<file path="src/rtl/nbs3_pkg.sv">
// Package for the 3x3 neighborhood sum block: sizes, register indexes and the result record.
// Depends on nothing; every other file of the block except nbs3_ram refers to it by scoped names.
package nbs3_pkg;

    localparam int MAX_WIDTH      = 32;
    localparam int PIXEL_BITS     = 16;
    localparam int COL_BITS       = (MAX_WIDTH > 1) ? $clog2(MAX_WIDTH) : 1;
    localparam int WIDTH_BITS     = 6;
    localparam int HEIGHT_BITS    = 12;
    localparam int ROW_BITS       = 12;
    localparam int OUT_COL_BITS   = 5;
    localparam int SUM_BITS       = 20;
    localparam int COLSUM_BITS    = PIXEL_BITS + 2;
    localparam int LINE_BITS      = 2 * PIXEL_BITS;

    localparam int MAX_RESULTS    = 4;
    localparam int PUSH_CNT_BITS  = $clog2(MAX_RESULTS + 1);
    localparam int FIFO_DEPTH     = 2 * MAX_RESULTS;
    localparam int FIFO_PTR_BITS  = $clog2(FIFO_DEPTH);
    localparam int FIFO_CNT_BITS  = FIFO_PTR_BITS + 1;

    localparam int APB_ADDR_BITS  = 3;
    localparam int APB_DATA_BITS  = 32;

    localparam logic [WIDTH_BITS-1:0]  RESET_FRAME_WIDTH  = 6'd7;
    localparam logic [HEIGHT_BITS-1:0] RESET_FRAME_HEIGHT = 12'd5;

    // Register index, taken from address bit 2.
    localparam logic REG_FRAME_WIDTH  = 1'b0;
    localparam logic REG_FRAME_HEIGHT = 1'b1;

    typedef struct packed {
        logic signed [SUM_BITS-1:0] neighborhood_sum;
        logic [ROW_BITS-1:0]        out_row;
        logic [OUT_COL_BITS-1:0]    out_col;
        logic                       last_of_run;
        logic                       end_of_frame;
    } result_t;

endpackage

</file>
<file path="src/rtl/nbs3_if.sv">
// Stream interfaces of the 3x3 neighborhood sum block: pixel requests in, sum requests out.
// Depends on nbs3_pkg for the field widths.
interface nbs3_pixel_if;
    logic                                   valid;
    logic                                   ready;
    logic signed [nbs3_pkg::PIXEL_BITS-1:0] pixel;

    modport source (output valid, output pixel, input ready);
    modport sink   (input valid, input pixel, output ready);
endinterface

interface nbs3_sum_if;
    logic                                 valid;
    logic                                 ready;
    logic signed [nbs3_pkg::SUM_BITS-1:0] neighborhood_sum;
    logic [nbs3_pkg::ROW_BITS-1:0]        out_row;
    logic [nbs3_pkg::OUT_COL_BITS-1:0]    out_col;
    logic                                 last_of_run;
    logic                                 end_of_frame;

    modport source (output valid, output neighborhood_sum, output out_row, output out_col,
                    output last_of_run, output end_of_frame, input ready);
    modport sink   (input valid, input neighborhood_sum, input out_row, input out_col,
                    input last_of_run, input end_of_frame, output ready);
endinterface

</file>
<file path="src/rtl/nbs3_ram.sv">
// Generic single-port-write, single-port-read RAM with a registered read.
// Depends on nothing; a read of the address being written returns the old contents.
module nbs3_ram #(
    parameter int WIDTH = 32,
    parameter int DEPTH = 32,
    localparam int ADDR_BITS = (DEPTH > 1) ? $clog2(DEPTH) : 1
) (
    input  logic                 clk,
    input  logic                 we,
    input  logic [ADDR_BITS-1:0] waddr,
    input  logic [WIDTH-1:0]     wdata,
    input  logic [ADDR_BITS-1:0] raddr,
    output logic [WIDTH-1:0]     rdata
);

    logic [WIDTH-1:0] ram_reg [DEPTH];
    logic [WIDTH-1:0] rdata_reg;

    always_ff @(posedge clk)
    begin
        if (we)
        begin
            ram_reg[waddr] <= wdata;
        end
        rdata_reg <= ram_reg[raddr];
    end

    assign rdata = rdata_reg;

endmodule

</file>
<file path="src/rtl/nbs3_result_fifo.sv">
// Result queue of the 3x3 neighborhood sum block: takes up to four results a cycle, gives one.
// Depends on nbs3_pkg for the result record and the queue sizes.
module nbs3_result_fifo (
    input  logic                                 clk,
    input  logic                                 rst_n,
    input  logic [nbs3_pkg::MAX_RESULTS-1:0]     push_valid,
    input  nbs3_pkg::result_t                    push_data [nbs3_pkg::MAX_RESULTS],
    input  logic                                 pop,
    output logic                                 out_valid,
    output nbs3_pkg::result_t                    out_data,
    output logic [nbs3_pkg::FIFO_CNT_BITS-1:0]   count
);

    nbs3_pkg::result_t                        entry_reg [nbs3_pkg::FIFO_DEPTH];
    logic [nbs3_pkg::FIFO_PTR_BITS-1:0]       wr_ptr_reg;
    logic [nbs3_pkg::FIFO_PTR_BITS-1:0]       rd_ptr_reg;
    logic [nbs3_pkg::FIFO_CNT_BITS-1:0]       count_reg;
    logic [nbs3_pkg::FIFO_CNT_BITS-1:0]       count_next;
    logic [nbs3_pkg::PUSH_CNT_BITS-1:0]       offset [nbs3_pkg::MAX_RESULTS];
    logic [nbs3_pkg::PUSH_CNT_BITS-1:0]       push_num;
    logic                                     do_pop;

    // Valid results are packed together in order, so each one goes to the write
    // pointer plus the number of valid results ahead of it.
    always_comb
    begin : prefix_count
        logic [nbs3_pkg::PUSH_CNT_BITS-1:0] acc;
        acc = '0;
        for (int i = 0; i < nbs3_pkg::MAX_RESULTS; i++)
        begin
            offset[i] = acc;
            acc = acc + nbs3_pkg::PUSH_CNT_BITS'(push_valid[i]);
        end
        push_num = acc;
    end

    assign out_valid = (count_reg != '0);
    assign do_pop    = pop && out_valid;
    assign out_data  = entry_reg[rd_ptr_reg];
    assign count     = count_reg;

    always_comb
    begin
        count_next = count_reg + nbs3_pkg::FIFO_CNT_BITS'(push_num)
                   - nbs3_pkg::FIFO_CNT_BITS'(do_pop);
    end

    always_ff @(posedge clk)
    begin
        for (int i = 0; i < nbs3_pkg::MAX_RESULTS; i++)
        begin
            if (push_valid[i])
            begin
                entry_reg[nbs3_pkg::FIFO_PTR_BITS'(wr_ptr_reg
                          + nbs3_pkg::FIFO_PTR_BITS'(offset[i]))] <= push_data[i];
            end
        end
    end

    always_ff @(posedge clk or negedge rst_n)
    begin
        if (!rst_n)
        begin
            wr_ptr_reg <= '0;
            rd_ptr_reg <= '0;
            count_reg  <= '0;
        end
        else
        begin
            wr_ptr_reg <= nbs3_pkg::FIFO_PTR_BITS'(wr_ptr_reg
                          + nbs3_pkg::FIFO_PTR_BITS'(push_num));
            rd_ptr_reg <= nbs3_pkg::FIFO_PTR_BITS'(rd_ptr_reg
                          + nbs3_pkg::FIFO_PTR_BITS'(do_pop));
            count_reg  <= count_next;
        end
    end

endmodule

</file>
<file path="src/rtl/neighborhood_sum_3x3_core.sv">
// Top level of the streaming 3x3 neighborhood sum block with clipped borders.
// Depends on nbs3_pkg, nbs3_if, nbs3_ram and nbs3_result_fifo.

// Pixels of a frame enter in row-major order, one request per cycle at most, and
// for every position the block returns the sum of the pixel and of those of its
// eight neighbors that lie inside the frame; positions outside are left out, not
// padded. A sum leaves as soon as its last pixel has arrived. Outside the bottom
// row a pixel releases nothing in the top row or at the start of a row, one sum
// elsewhere and two at the end of a row; in the bottom row a pixel releases up to
// two more, so the frame's last pixel releases at most four. Each sum carries its
// row and column, last_of_run marks the final sum released by one pixel, and
// end_of_frame marks the frame's last position. The two previous rows live in one
// 32-entry line RAM (both rows side by side in one word) that is read when a pixel
// is taken and written back in the next cycle; when the frame is one column wide
// the same entry is written and read again in the same cycle, and the write data is
// forwarded. A pixel is taken every cycle while the eight-entry result queue has
// room for a full burst of four, so the sustained rate is one pixel per cycle
// with the output taking one sum per cycle; only in the bottom row, where a pixel
// releases two sums, does the output port bound the pixel rate. frame_width (byte
// address 0) and frame_height (byte address 4) are written over the APB port; the
// user must write them only while the block is idle, which the block itself does
// not enforce. A write restarts the frame at row 0, column 0. A width of 0 acts
// as 1, above 32 as 32, and a height of 0 as 1. There is no clearing pass after
// reset: a line entry is read only after this frame has written it.
module neighborhood_sum_3x3_core (
    input  logic                                 clk,
    input  logic                                 rst_n,
    nbs3_pixel_if.sink                           pixels,
    nbs3_sum_if.source                           sums,
    input  logic                                 psel,
    input  logic                                 penable,
    input  logic                                 pwrite,
    input  logic [nbs3_pkg::APB_ADDR_BITS-1:0]   paddr,
    input  logic [nbs3_pkg::APB_DATA_BITS-1:0]   pwdata,
    output logic [nbs3_pkg::APB_DATA_BITS-1:0]   prdata,
    output logic                                 pready
);

    localparam int PB = nbs3_pkg::PIXEL_BITS;
    localparam int CB = nbs3_pkg::COLSUM_BITS;
    localparam int SB = nbs3_pkg::SUM_BITS;

    // ------------------------------------------------------------------
    // Configuration registers.
    // ------------------------------------------------------------------
    logic [nbs3_pkg::WIDTH_BITS-1:0]  frame_width_reg;
    logic [nbs3_pkg::HEIGHT_BITS-1:0] frame_height_reg;
    logic                             cfg_write;

    assign pready    = 1'b1;
    assign cfg_write = psel && penable && pwrite && pready;

    always_ff @(posedge clk or negedge rst_n)
    begin
        if (!rst_n)
        begin
            frame_width_reg  <= nbs3_pkg::RESET_FRAME_WIDTH;
            frame_height_reg <= nbs3_pkg::RESET_FRAME_HEIGHT;
        end
        else if (cfg_write)
        begin
            unique case (paddr[2])
                nbs3_pkg::REG_FRAME_WIDTH:
                begin
                    frame_width_reg <= pwdata[nbs3_pkg::WIDTH_BITS-1:0];
                end
                nbs3_pkg::REG_FRAME_HEIGHT:
                begin
                    frame_height_reg <= pwdata[nbs3_pkg::HEIGHT_BITS-1:0];
                end
                default:
                begin
                    frame_width_reg <= frame_width_reg;
                end
            endcase
        end
    end

    always_comb
    begin
        unique case (paddr[2])
            nbs3_pkg::REG_FRAME_WIDTH:
            begin
                prdata = nbs3_pkg::APB_DATA_BITS'(frame_width_reg);
            end
            nbs3_pkg::REG_FRAME_HEIGHT:
            begin
                prdata = nbs3_pkg::APB_DATA_BITS'(frame_height_reg);
            end
            default:
            begin
                prdata = '0;
            end
        endcase
    end

    // The last column and row index, with the width clamped to 1..MAX_WIDTH
    // and the height to at least 1.
    logic [nbs3_pkg::COL_BITS:0]      width_eff;
    logic [nbs3_pkg::COL_BITS-1:0]    col_last;
    logic [nbs3_pkg::ROW_BITS-1:0]    row_last;

    always_comb
    begin
        if (frame_width_reg == '0)
        begin
            width_eff = (nbs3_pkg::COL_BITS + 1)'(1);
        end
        else if (int'(frame_width_reg) > nbs3_pkg::MAX_WIDTH)
        begin
            width_eff = (nbs3_pkg::COL_BITS + 1)'(nbs3_pkg::MAX_WIDTH);
        end
        else
        begin
            width_eff = (nbs3_pkg::COL_BITS + 1)'(frame_width_reg);
        end
        col_last = nbs3_pkg::COL_BITS'(width_eff - 1'b1);
        row_last = (frame_height_reg == '0) ? '0
                 : nbs3_pkg::ROW_BITS'(frame_height_reg - 1'b1);
    end

    // ------------------------------------------------------------------
    // Request stage: position counters and the line RAM read.
    // ------------------------------------------------------------------
    logic                             in_accept;
    logic [nbs3_pkg::COL_BITS-1:0]    col_reg;
    logic [nbs3_pkg::COL_BITS-1:0]    col_next;
    logic [nbs3_pkg::ROW_BITS-1:0]    row_reg;
    logic [nbs3_pkg::ROW_BITS-1:0]    row_next;
    logic                             at_last_col;
    logic                             at_last_row;

    assign in_accept   = pixels.valid && pixels.ready;
    assign at_last_col = (col_reg == col_last);
    assign at_last_row = (row_reg == row_last);

    always_comb
    begin
        col_next = col_reg;
        row_next = row_reg;
        if (in_accept)
        begin
            if (at_last_col)
            begin
                col_next = '0;
                row_next = at_last_row ? '0 : nbs3_pkg::ROW_BITS'(row_reg + 1'b1);
            end
            else
            begin
                col_next = nbs3_pkg::COL_BITS'(col_reg + 1'b1);
            end
        end
    end

    always_ff @(posedge clk or negedge rst_n)
    begin
        if (!rst_n)
        begin
            col_reg <= '0;
            row_reg <= '0;
        end
        else if (cfg_write)
        begin
            col_reg <= '0;
            row_reg <= '0;
        end
        else
        begin
            col_reg <= col_next;
            row_reg <= row_next;
        end
    end

    // ------------------------------------------------------------------
    // Update stage: registered copy of the request and its position.
    // ------------------------------------------------------------------
    logic                             s1_valid_reg;
    logic signed [PB-1:0]             s1_pixel_reg;
    logic [nbs3_pkg::COL_BITS-1:0]    s1_col_reg;
    logic [nbs3_pkg::ROW_BITS-1:0]    s1_row_reg;
    logic                             s1_last_col_reg;
    logic                             s1_last_row_reg;

    always_ff @(posedge clk or negedge rst_n)
    begin
        if (!rst_n)
        begin
            s1_valid_reg <= 1'b0;
        end
        else
        begin
            s1_valid_reg <= in_accept;
        end
    end

    always_ff @(posedge clk)
    begin
        if (in_accept)
        begin
            s1_pixel_reg    <= pixels.pixel;
            s1_col_reg      <= col_reg;
            s1_row_reg      <= row_reg;
            s1_last_col_reg <= at_last_col;
            s1_last_row_reg <= at_last_row;
        end
    end

    // Line RAM word: upper half is the row just above, lower half two rows up.
    // The update stage writes {this pixel, row above} back to the same column.
    logic [nbs3_pkg::LINE_BITS-1:0]   ram_rdata;
    logic [nbs3_pkg::LINE_BITS-1:0]   ram_wdata;
    logic [nbs3_pkg::LINE_BITS-1:0]   line_word;
    logic                             fwd_valid_reg;
    logic [nbs3_pkg::LINE_BITS-1:0]   fwd_data_reg;
    logic signed [PB-1:0]             line_newer;
    logic signed [PB-1:0]             line_older;

    nbs3_ram #(
        .WIDTH (nbs3_pkg::LINE_BITS),
        .DEPTH (nbs3_pkg::MAX_WIDTH)
    ) u_line_ram (
        .clk   (clk),
        .we    (s1_valid_reg),
        .waddr (s1_col_reg),
        .wdata (ram_wdata),
        .raddr (col_reg),
        .rdata (ram_rdata)
    );

    // A one-column frame reads the entry that the previous pixel writes at the
    // same edge; the RAM then returns stale data, so the write data is kept.
    always_ff @(posedge clk or negedge rst_n)
    begin
        if (!rst_n)
        begin
            fwd_valid_reg <= 1'b0;
        end
        else
        begin
            fwd_valid_reg <= in_accept && s1_valid_reg && (col_reg == s1_col_reg);
        end
    end

    always_ff @(posedge clk)
    begin
        fwd_data_reg <= ram_wdata;
    end

    assign line_word  = fwd_valid_reg ? fwd_data_reg : ram_rdata;
    assign line_newer = line_word[nbs3_pkg::LINE_BITS-1:PB];
    assign line_older = line_word[PB-1:0];
    assign ram_wdata  = {s1_pixel_reg, line_newer};

    // ------------------------------------------------------------------
    // Column sums and the two sliding windows. The full window holds three-row
    // column sums for the row above; the low window holds two-row column sums
    // used only when this is the frame's last row.
    // ------------------------------------------------------------------
    logic signed [PB-1:0]             up_pix;
    logic signed [PB-1:0]             top_pix;
    logic signed [CB-1:0]             col_sum;
    logic signed [CB-1:0]             low_sum;
    logic                             s1_first_col;
    logic signed [CB-1:0]             win_reg [3];
    logic signed [CB-1:0]             win_next [3];
    logic signed [CB-1:0]             low_reg [3];
    logic signed [CB-1:0]             low_next [3];

    assign s1_first_col = (s1_col_reg == '0);
    assign up_pix  = (s1_row_reg != '0) ? line_newer : '0;
    assign top_pix = (s1_row_reg > nbs3_pkg::ROW_BITS'(1)) ? line_older : '0;
    assign low_sum = CB'(up_pix) + CB'(s1_pixel_reg);
    assign col_sum = CB'(top_pix) + low_sum;

    always_comb
    begin
        win_next[0] = s1_first_col ? '0 : win_reg[1];
        win_next[1] = s1_first_col ? '0 : win_reg[2];
        win_next[2] = col_sum;
        low_next[0] = s1_first_col ? '0 : low_reg[1];
        low_next[1] = s1_first_col ? '0 : low_reg[2];
        low_next[2] = low_sum;
    end

    always_ff @(posedge clk or negedge rst_n)
    begin
        if (!rst_n)
        begin
            for (int i = 0; i < 3; i++)
            begin
                win_reg[i] <= '0;
                low_reg[i] <= '0;
            end
        end
        else if (cfg_write)
        begin
            for (int i = 0; i < 3; i++)
            begin
                win_reg[i] <= '0;
                low_reg[i] <= '0;
            end
        end
        else if (s1_valid_reg)
        begin
            for (int i = 0; i < 3; i++)
            begin
                win_reg[i] <= win_next[i];
                low_reg[i] <= low_next[i];
            end
        end
    end

    // ------------------------------------------------------------------
    // Results released by this pixel, in row-major order: the position up and
    // to the left, the position straight up at a row end, then in the last row
    // the position to the left and, at a row end, this position itself.
    // ------------------------------------------------------------------
    logic [nbs3_pkg::MAX_RESULTS-1:0] push_valid;
    nbs3_pkg::result_t                push_data [nbs3_pkg::MAX_RESULTS];
    logic signed [SB-1:0]             sum_full;
    logic signed [SB-1:0]             sum_pair;
    logic signed [SB-1:0]             sum_low_full;
    logic signed [SB-1:0]             sum_low_pair;
    logic [nbs3_pkg::ROW_BITS-1:0]    row_above;
    logic [nbs3_pkg::OUT_COL_BITS-1:0] col_here;
    logic [nbs3_pkg::OUT_COL_BITS-1:0] col_left;
    logic                             has_above;
    logic                             has_left;

    assign has_above    = (s1_row_reg != '0);
    assign has_left     = !s1_first_col;
    assign row_above    = nbs3_pkg::ROW_BITS'(s1_row_reg - 1'b1);
    assign col_here     = nbs3_pkg::OUT_COL_BITS'(s1_col_reg);
    assign col_left     = nbs3_pkg::OUT_COL_BITS'(nbs3_pkg::COL_BITS'(s1_col_reg - 1'b1));
    assign sum_pair     = SB'(win_next[1]) + SB'(win_next[2]);
    assign sum_full     = SB'(win_next[0]) + sum_pair;
    assign sum_low_pair = SB'(low_next[1]) + SB'(low_next[2]);
    assign sum_low_full = SB'(low_next[0]) + sum_low_pair;

    always_comb
    begin
        push_valid[0] = s1_valid_reg && has_above && has_left;
        push_valid[1] = s1_valid_reg && has_above && s1_last_col_reg;
        push_valid[2] = s1_valid_reg && s1_last_row_reg && has_left;
        push_valid[3] = s1_valid_reg && s1_last_row_reg && s1_last_col_reg;

        push_data[0].neighborhood_sum = sum_full;
        push_data[0].out_row          = row_above;
        push_data[0].out_col          = col_left;
        push_data[0].end_of_frame     = 1'b0;

        push_data[1].neighborhood_sum = sum_pair;
        push_data[1].out_row          = row_above;
        push_data[1].out_col          = col_here;
        push_data[1].end_of_frame     = 1'b0;

        push_data[2].neighborhood_sum = sum_low_full;
        push_data[2].out_row          = s1_row_reg;
        push_data[2].out_col          = col_left;
        push_data[2].end_of_frame     = 1'b0;

        push_data[3].neighborhood_sum = sum_low_pair;
        push_data[3].out_row          = s1_row_reg;
        push_data[3].out_col          = col_here;
        push_data[3].end_of_frame     = 1'b1;

        // The final valid result of the pixel closes the run.
        push_data[3].last_of_run = push_valid[3];
        push_data[2].last_of_run = push_valid[2] && !push_valid[3];
        push_data[1].last_of_run = push_valid[1] && !push_valid[2] && !push_valid[3];
        push_data[0].last_of_run = push_valid[0] && !push_valid[1] && !push_valid[2]
                                   && !push_valid[3];
    end

    // ------------------------------------------------------------------
    // Result queue and the output request.
    // ------------------------------------------------------------------
    logic                                 q_valid;
    nbs3_pkg::result_t                    q_data;
    logic [nbs3_pkg::FIFO_CNT_BITS-1:0]   q_count;

    nbs3_result_fifo u_result_fifo (
        .clk        (clk),
        .rst_n      (rst_n),
        .push_valid (push_valid),
        .push_data  (push_data),
        .pop        (sums.ready),
        .out_valid  (q_valid),
        .out_data   (q_data),
        .count      (q_count)
    );

    // A pixel is taken only if a full burst still fits behind what is queued
    // and what the update stage pushes this cycle.
    assign pixels.ready = (int'(q_count) + $countones(push_valid))
                          <= (nbs3_pkg::FIFO_DEPTH - nbs3_pkg::MAX_RESULTS);

    assign sums.valid            = q_valid;
    assign sums.neighborhood_sum = q_data.neighborhood_sum;
    assign sums.out_row          = q_data.out_row;
    assign sums.out_col          = q_data.out_col;
    assign sums.last_of_run      = q_data.last_of_run;
    assign sums.end_of_frame     = q_data.end_of_frame;

endmodule
</file>
<file path="src/flat_wrapper.sv">
// flat-port wrapper written by rule: the top's interface ports become plain ports
module neighborhood_sum_3x3_core_flat 
  (clk, rst_n, psel, penable, pwrite, paddr, pwdata, prdata, pready, pixels_valid, pixels_pixel, pixels_ready, sums_valid, sums_neighborhood_sum, sums_out_row, sums_out_col, sums_last_of_run, sums_end_of_frame, sums_ready);
  nbs3_pixel_if pixels_i ();
  nbs3_sum_if sums_i ();
  input  logic clk;
  input  logic rst_n;
  input  logic psel;
  input  logic penable;
  input  logic pwrite;
  input  logic [nbs3_pkg::APB_ADDR_BITS-1:0] paddr;
  input  logic [nbs3_pkg::APB_DATA_BITS-1:0] pwdata;
  output logic [nbs3_pkg::APB_DATA_BITS-1:0] prdata;
  output logic pready;
  input wire logic [$bits(pixels_i.valid)-1:0] pixels_valid;
  input wire logic [$bits(pixels_i.pixel)-1:0] pixels_pixel;
  output wire logic [$bits(pixels_i.ready)-1:0] pixels_ready;
  output wire logic [$bits(sums_i.valid)-1:0] sums_valid;
  output wire logic [$bits(sums_i.neighborhood_sum)-1:0] sums_neighborhood_sum;
  output wire logic [$bits(sums_i.out_row)-1:0] sums_out_row;
  output wire logic [$bits(sums_i.out_col)-1:0] sums_out_col;
  output wire logic [$bits(sums_i.last_of_run)-1:0] sums_last_of_run;
  output wire logic [$bits(sums_i.end_of_frame)-1:0] sums_end_of_frame;
  input wire logic [$bits(sums_i.ready)-1:0] sums_ready;
  assign pixels_i.valid = pixels_valid;
  assign pixels_i.pixel = pixels_pixel;
  assign pixels_ready = pixels_i.ready;
  assign sums_valid = sums_i.valid;
  assign sums_neighborhood_sum = sums_i.neighborhood_sum;
  assign sums_out_row = sums_i.out_row;
  assign sums_out_col = sums_i.out_col;
  assign sums_last_of_run = sums_i.last_of_run;
  assign sums_end_of_frame = sums_i.end_of_frame;
  assign sums_i.ready = sums_ready;
  neighborhood_sum_3x3_core u_core (.clk(clk), .rst_n(rst_n), .pixels(pixels_i), .sums(sums_i), .psel(psel), .penable(penable), .pwrite(pwrite), .paddr(paddr), .pwdata(pwdata), .prdata(prdata), .pready(pready));
endmodule
</file>
<file path="config.mk">
export PLATFORM = sky130hd
export DESIGN_NAME = neighborhood_sum_3x3_core_flat
export DESIGN_NICKNAME = d
export VERILOG_FILES = /design/src/rtl/nbs3_pkg.sv /design/src/rtl/nbs3_if.sv /design/src/rtl/nbs3_ram.sv /design/src/rtl/nbs3_result_fifo.sv /design/src/rtl/neighborhood_sum_3x3_core.sv /design/src/flat_wrapper.sv
export SDC_FILE = /design/constraint.sdc
export NUM_CORES = 2
export LEC_CHECK = 0
export ABC_AREA = 1
export BUFFER_PORTS_ARGS = -buffer_cell sky130_fd_sc_hd__buf_2
export CAP_MARGIN = 30
export CORE_UTILIZATION = 45
export CTS_BUF_LIST = sky130_fd_sc_hd__clkbuf_2
export DETAILED_ROUTE_END_ITERATION = 8
export PLACE_DENSITY_LB_ADDON = 0.25
export SETUP_SLACK_MARGIN = 0.3
export SLEW_MARGIN = 20
export SYNTH_ARGS = -nofsm -noshare
export SYNTH_HDL_FRONTEND = slang
export SYNTH_SLANG_ARGS = --single-unit
</file>
<file path="constraint.sdc">
create_clock -name clk -period 13.5 [get_ports clk]
set_input_delay 2.7 -clock clk [delete_from_list [all_inputs] [get_ports clk]]
set_output_delay 2.7 -clock clk [all_outputs]
set_load 0.005 [all_outputs]
</file>
* Word level (Yosys, flattened, before mapping) *
Memory sizes are Yosys's and may differ from the RTL's. A register that Yosys moved wholly into a read port is not among the register bits.
Cells that the tools add are included.

operators by class
  $add $sub $neg = 26
  $mul = 0
  divide/modulo/power cells = 0
  $lt $le $gt $ge = 3
  equal/unequal tests = 3
  shift operators = 0
  mux-type cells = 32
  bitwise operators = 1
  reduce and logical (&&, ||, !) cells = 33

operators by type and width
  kind                                                   count
  2-to-1 mux 36 bit                                      4
  2-to-1 mux 18 bit                                      4
  one-hot mux 32 bit (2 select lines)                    1
  2-to-1 mux 12 bit                                      5
  adder 18 x 19 -> 20 bit                                2
  adder 32 bit                                           1
  adder 5 x 32 -> 32 bit                                 1
  <= comparator 32 x 4 -> 1 bit (second input constant)  1
  2-to-1 mux 16 bit                                      2
  2-to-1 mux 32 bit                                      1
  2-to-1 mux 5 bit                                       5
  subtractor 12 x 1 -> 12 bit (second input constant)    2
  adder 18 x 17 -> 19 bit                                1
  adder 18 x 18 -> 19 bit                                1
  adder 16 x 17 -> 18 bit                                1
  logical AND 1 bit                                      18
  adder 16 x 16 -> 17 bit                                1
  adder 12 x 1 -> 12 bit (second input constant)         1
  == test 12 bit                                         1
  > comparator 12 x 1 -> 1 bit (second input constant)   1
  logical NOT 12 bit                                     1
  nonzero test 12 bit                                    1
  == test 5 bit                                          2
  2-to-1 mux 1 bit                                       10
  other kinds (17)                                       30

storage, ports and cells
  register bits = 186
  bits in latches = 0
  RAM bits = 1336
  memory bits (read-only) = 0
  bits of input ports = 58
  word-level logic and storage cells = 119
  memories = 2

memory list
  memory                          depth  width  rd ports  clocked after Yosys merged registers in  write ports  RTL line                RTL
  u_core.u_line_ram.ram_reg       32     32     1         1                                        1            nbs3_ram.sv:16          logic [WIDTH-1:0] ram_reg [DEPTH];
  u_core.u_result_fifo.entry_reg  8      39     1         0                                        4            nbs3_result_fifo.sv:14  nbs3_pkg::result_t entry_reg [nbs3_pkg::FIFO_DEPTH];

* Logic depth before layout (Yosys ltp) *
  word-level depth = 10
  gate-level depth with buffers = 50
  mapped depth without buffers = 48

* Hierarchy *
A second synthesis with hierarchy kept.

unflattened totals
  cell total of the unflattened synthesis = 9118
  area total of the unflattened synthesis = 81256.7 um^2

modules (own cells, without submodules)
  module                     instances  cells each  area each (um^2)  sequential area each (um^2)
  nbs3_ram                   1          3536        42405.7           31390.1
  nbs3_result_fifo           1          3731        25256.7           9619.2
  neighborhood_sum_3x3_core  1          1851        13594.3           4375.4

* Worst setup path before layout *
No wires, ideal clock.

  path type = register to register
  start point = register u_core.fwd_valid_reg
  end point = memory u_core.u_result_fifo.entry_reg[0][38] in the netlist's numbering, data pin
  setup time = 254 ps
  arrival = 7674 ps
  data required time = 13246 ps
  slack = 5572 ps
  stages on the path, launching flop included = 43
  buffers on the path = 2
  cells stage by stage = dfrtp_1 -> clkbuf_1 -> o21ai_0 -> inv_1 -> nor2_1 -> ha_1 -> inv_1 -> fa_1 -> inv_1 -> a31oi_1 -> o21ai_0 -> a31o_2 -> xnor2_1 -> inv_1 -> ha_1 -> nand2_1 -> nor2_1 -> nand3b_1 -> [... 7 more ...] -> nand2_1 -> and2_1 -> ha_1 -> nand3_1 -> nor3_1 -> nand4_1 -> nand3_1 -> xor2_1 -> buf_2 -> ha_1 -> inv_1 -> nor3_1 -> a211oi_1 -> nand4_1 -> nand3_1 -> nand3_1 -> nand2_1 -> nand2_1

RTL lines
  element                 RTL line                          RTL
  start, declared         neighborhood_sum_3x3_core.sv:213  logic fwd_valid_reg;
  start signal, assigned  neighborhood_sum_3x3_core.sv:240  fwd_valid_reg <= in_accept && s1_valid_reg && (col_reg == s1_col_reg);
  end, declared           nbs3_result_fifo.sv:14

==> flow_summary.yaml <==
status:
  status: "complete, no violations"
setup_path:
  cp_num_buf_inv: 7
  worst-r2r-cell-count: 46
  rrSetupSlack_ns: 4.36
  regToRegStartpoint: "u_core.s1_row_reg[0]$_DFFE_PP_"
  cp_max_fo: 16
  worstSetupStartpoint: "u_core.s1_row_reg[0]$_DFFE_PP_"
  path_class: "flop to flop"
  path_common_cell: "nand2_1"
  critPathSlowestCell: "xor2_1"
  crit_family: "simple AND/OR/NAND/NOR gates"
  crit_path_end_kind: "flop"
  startpoint_type: "flop"
  crit_arrival_ns: 10.57
  crit_path_max_incr_delay_ns: 0.76
  cp_data_required_time_ns: 14.93
  reg2reg_to: "u_core.u_result_fifo.entry_reg[0][38]$_DFFE_PP_"
timing:
  report.final.slew_viol_count: 0
  skew_ns: 0.205
  period_minus_slack_ns: 9.14
  finalHoldViolCount: 0
  timing.final.crit_share_pct: 67.7
  fin_setup_tns_ns: 0
  slew_headroom_pct: 21.5
  tightest_slew_ns: 1.18
  max_freq_ghz: 0.109
  setup_viol: 0
  rsz0062_at_grt: "false"
clock_network:
  cts_buffers: 397
  clock_latency_ns: 1.77
  cts_tree: "yes"
  post_cts_resized: 0
  hold_buffers: 0
  clockRootBuffer: "clkbuf_2"
  path_clk_slew_ns: 0.10
  cts_buffer_depth: 4
  cts_htree_levels: 5
  postCtsSetupRepairBufs: 0
  clkSinkCount: 1552
hold_path:
  holdPathEnd: "u_core.u_result_fifo.entry_reg[3][0]$_SDFFE_PP1P_"
  holdCritStartpoint: "u_core.u_result_fifo.entry_reg[3][0]$_SDFFE_PP1P_"
  hp-class: "flop to flop"
  whs_path_depth: 2
grt:
  grt.total_usage_pct: 27.3
  grt_max_degree: 217
  grt_first_pass_wirelength_microns: 336000
  grt_antenna_before_repair: 9
  first_global_vias: 53100
  gr-total-overflow: 0
final_layout:
  fin_cells: 9900
  largest_reg_flops: 1024
  finalInstanceArea_sq_um: 80100
  syn2layout_area_growth_pct: 8.57
  fin_nets: 7667
  drive_above_1_share_pct: 13.5
  fill_cells: 15100
die:
  rows: 148
  io_pins: 132
  die_y_microns: 407
  die-area_sq_um: 166000
  core_area_sq_um: 163000
  initial_core_util_pct: 45.3
  fp.dieW_microns: 407
placement:
  dpl_cell_area_sq_um: 76600
  post-place-cells: 9222
  place_congestion: 0.967
  portBuffers: 88
  hpwl_microns: 133000
synth:
  synth_cell_types: 74
  async_reset_ff_share_pct: 7.54
  synth_ff_type: "edfxtp_1"
  synth-seq-cells: 1552
  syn_inst: 7229
  seq_area_frac_synth_pct: 61.4
  syn_area_per_cell_sq_um: 10.2
  synth_edf_count: 1363
  netlist_area_sq_um: 73800
  yosysWarnings: 0
routing:
  via_count: 56700
  route.detailed.drc: 0
  drt_iter0_markers: 6229
  wl_per_cell_microns: 23.2
  postRouteWirelength_microns: 230000
  viasPerCell: 5.73
  first_pass_iters: 9
  drtAntennaViolNets: 0
run:
  drv_cap: 0
==> metal layers <==
layer	GRT usage (%)	vias to the layer above	share of wire [%]
li1	-	26200	-
met1	36.5	27200	41
met2	43.5	2728	46
met3	4.68	590	8.4
met4	12.0	4	4.2
met5	0	-	0.013
==> worst max path at each step <==
stage,slack (ns),cells after the start,endpoint
finish,4.36,46,u_core.u_result_fifo.entry_reg[0][38]$_DFFE_PP_
global route,3.66,46,u_core.u_result_fifo.entry_reg[6][38]$_DFFE_PP_
CTS,4.34,14,pixels_ready
detailed placement,4.53,42,u_core.u_result_fifo.entry_reg[0][38]$_DFFE_PP_
global placement,3.95,40,u_core.u_result_fifo.entry_reg[0][38]$_DFFE_PP_
floorplan,5.57,42,u_core.u_result_fifo.entry_reg[0][38]$_DFFE_PP_
==> tightest hold or removal path, cell delays in order (launching register included) <==
cell,delay (ns)
dfxtp_1,0.32
inv_1,0.05
o21ai_1,0.06
==> Yosys cell counts (109+ instances only) <==
cell | instances | area, sq um
edfxtp_1 | 1363 | 40900
nand2_1 | 1172 | 4400
o21ai_0 | 999 | 5000
nor2_1 | 989 | 3710
inv_1 | 447 | 1680
nand3_1 | 346 | 1730
clkbuf_1 | 325 | 1220
o22ai_1 | 241 | 1510
a21oi_1 | 149 | 746
ha_1 | 137 | 1710
dfrtp_1 | 112 | 2800
o221ai_1 | 109 | 955
==> cells in the final DEF, fill, tap and decap left out, drive strengths merged, types with 112 or more instances in the layout <==
master,instances
nand2,1217
a21oi,151
inv,496
clkbuf,584
ha,137
o22ai,241
nand3,351
edfxtp,1363
o21ai,1055
dfrtp,112
buf,223
nor2,1009
==> through the flow <==
step                      utilization, %  setup slack (ns)  hold WS, ns
after floorplan                        -              5.57        0.423
after global placement              47.0              3.95        0.440
after detailed placement            47.0              4.53        0.446
after CTS                           49.1              4.34        0.462
after global routing                49.2              3.66        0.502
final                               49.2              4.36        0.463
==> cell type report <==
cell class / instances / area (sq um) / area share [%]
tap: 2175 / 2720 / 3.40
clock buffer: 580 / 2900 / 3.62
clock inverter: 78 / 370 / 0.462
multi-input combinational: 4781 / 25200 / 31.4
inverter: 498 / 1920 / 2.40
timing repair buffer: 227 / 1670 / 2.09
antenna: 9 / 22.5 / 0.0281
sequential: 1552 / 45300 / 56.6
==> kinds of logic after synthesis <==
group                    after synthesis  synth area share (%)
AO/OA/AOI/OAI                       1746                  13.5
other                                  2                0.0102
XOR/XNOR                             142                  1.78
buffers and inverters                915                  4.98
adder cells (fa/ha/maj)              152                  2.73
flip-flops                          1552                  61.4
multiplexers                           1                0.0153
AND/OR/NAND/NOR                     2719                  15.5
Power is left out: the tool's default activity adds up to more than one toggle a clock period on the data nets, which glitch-free logic cannot reach.
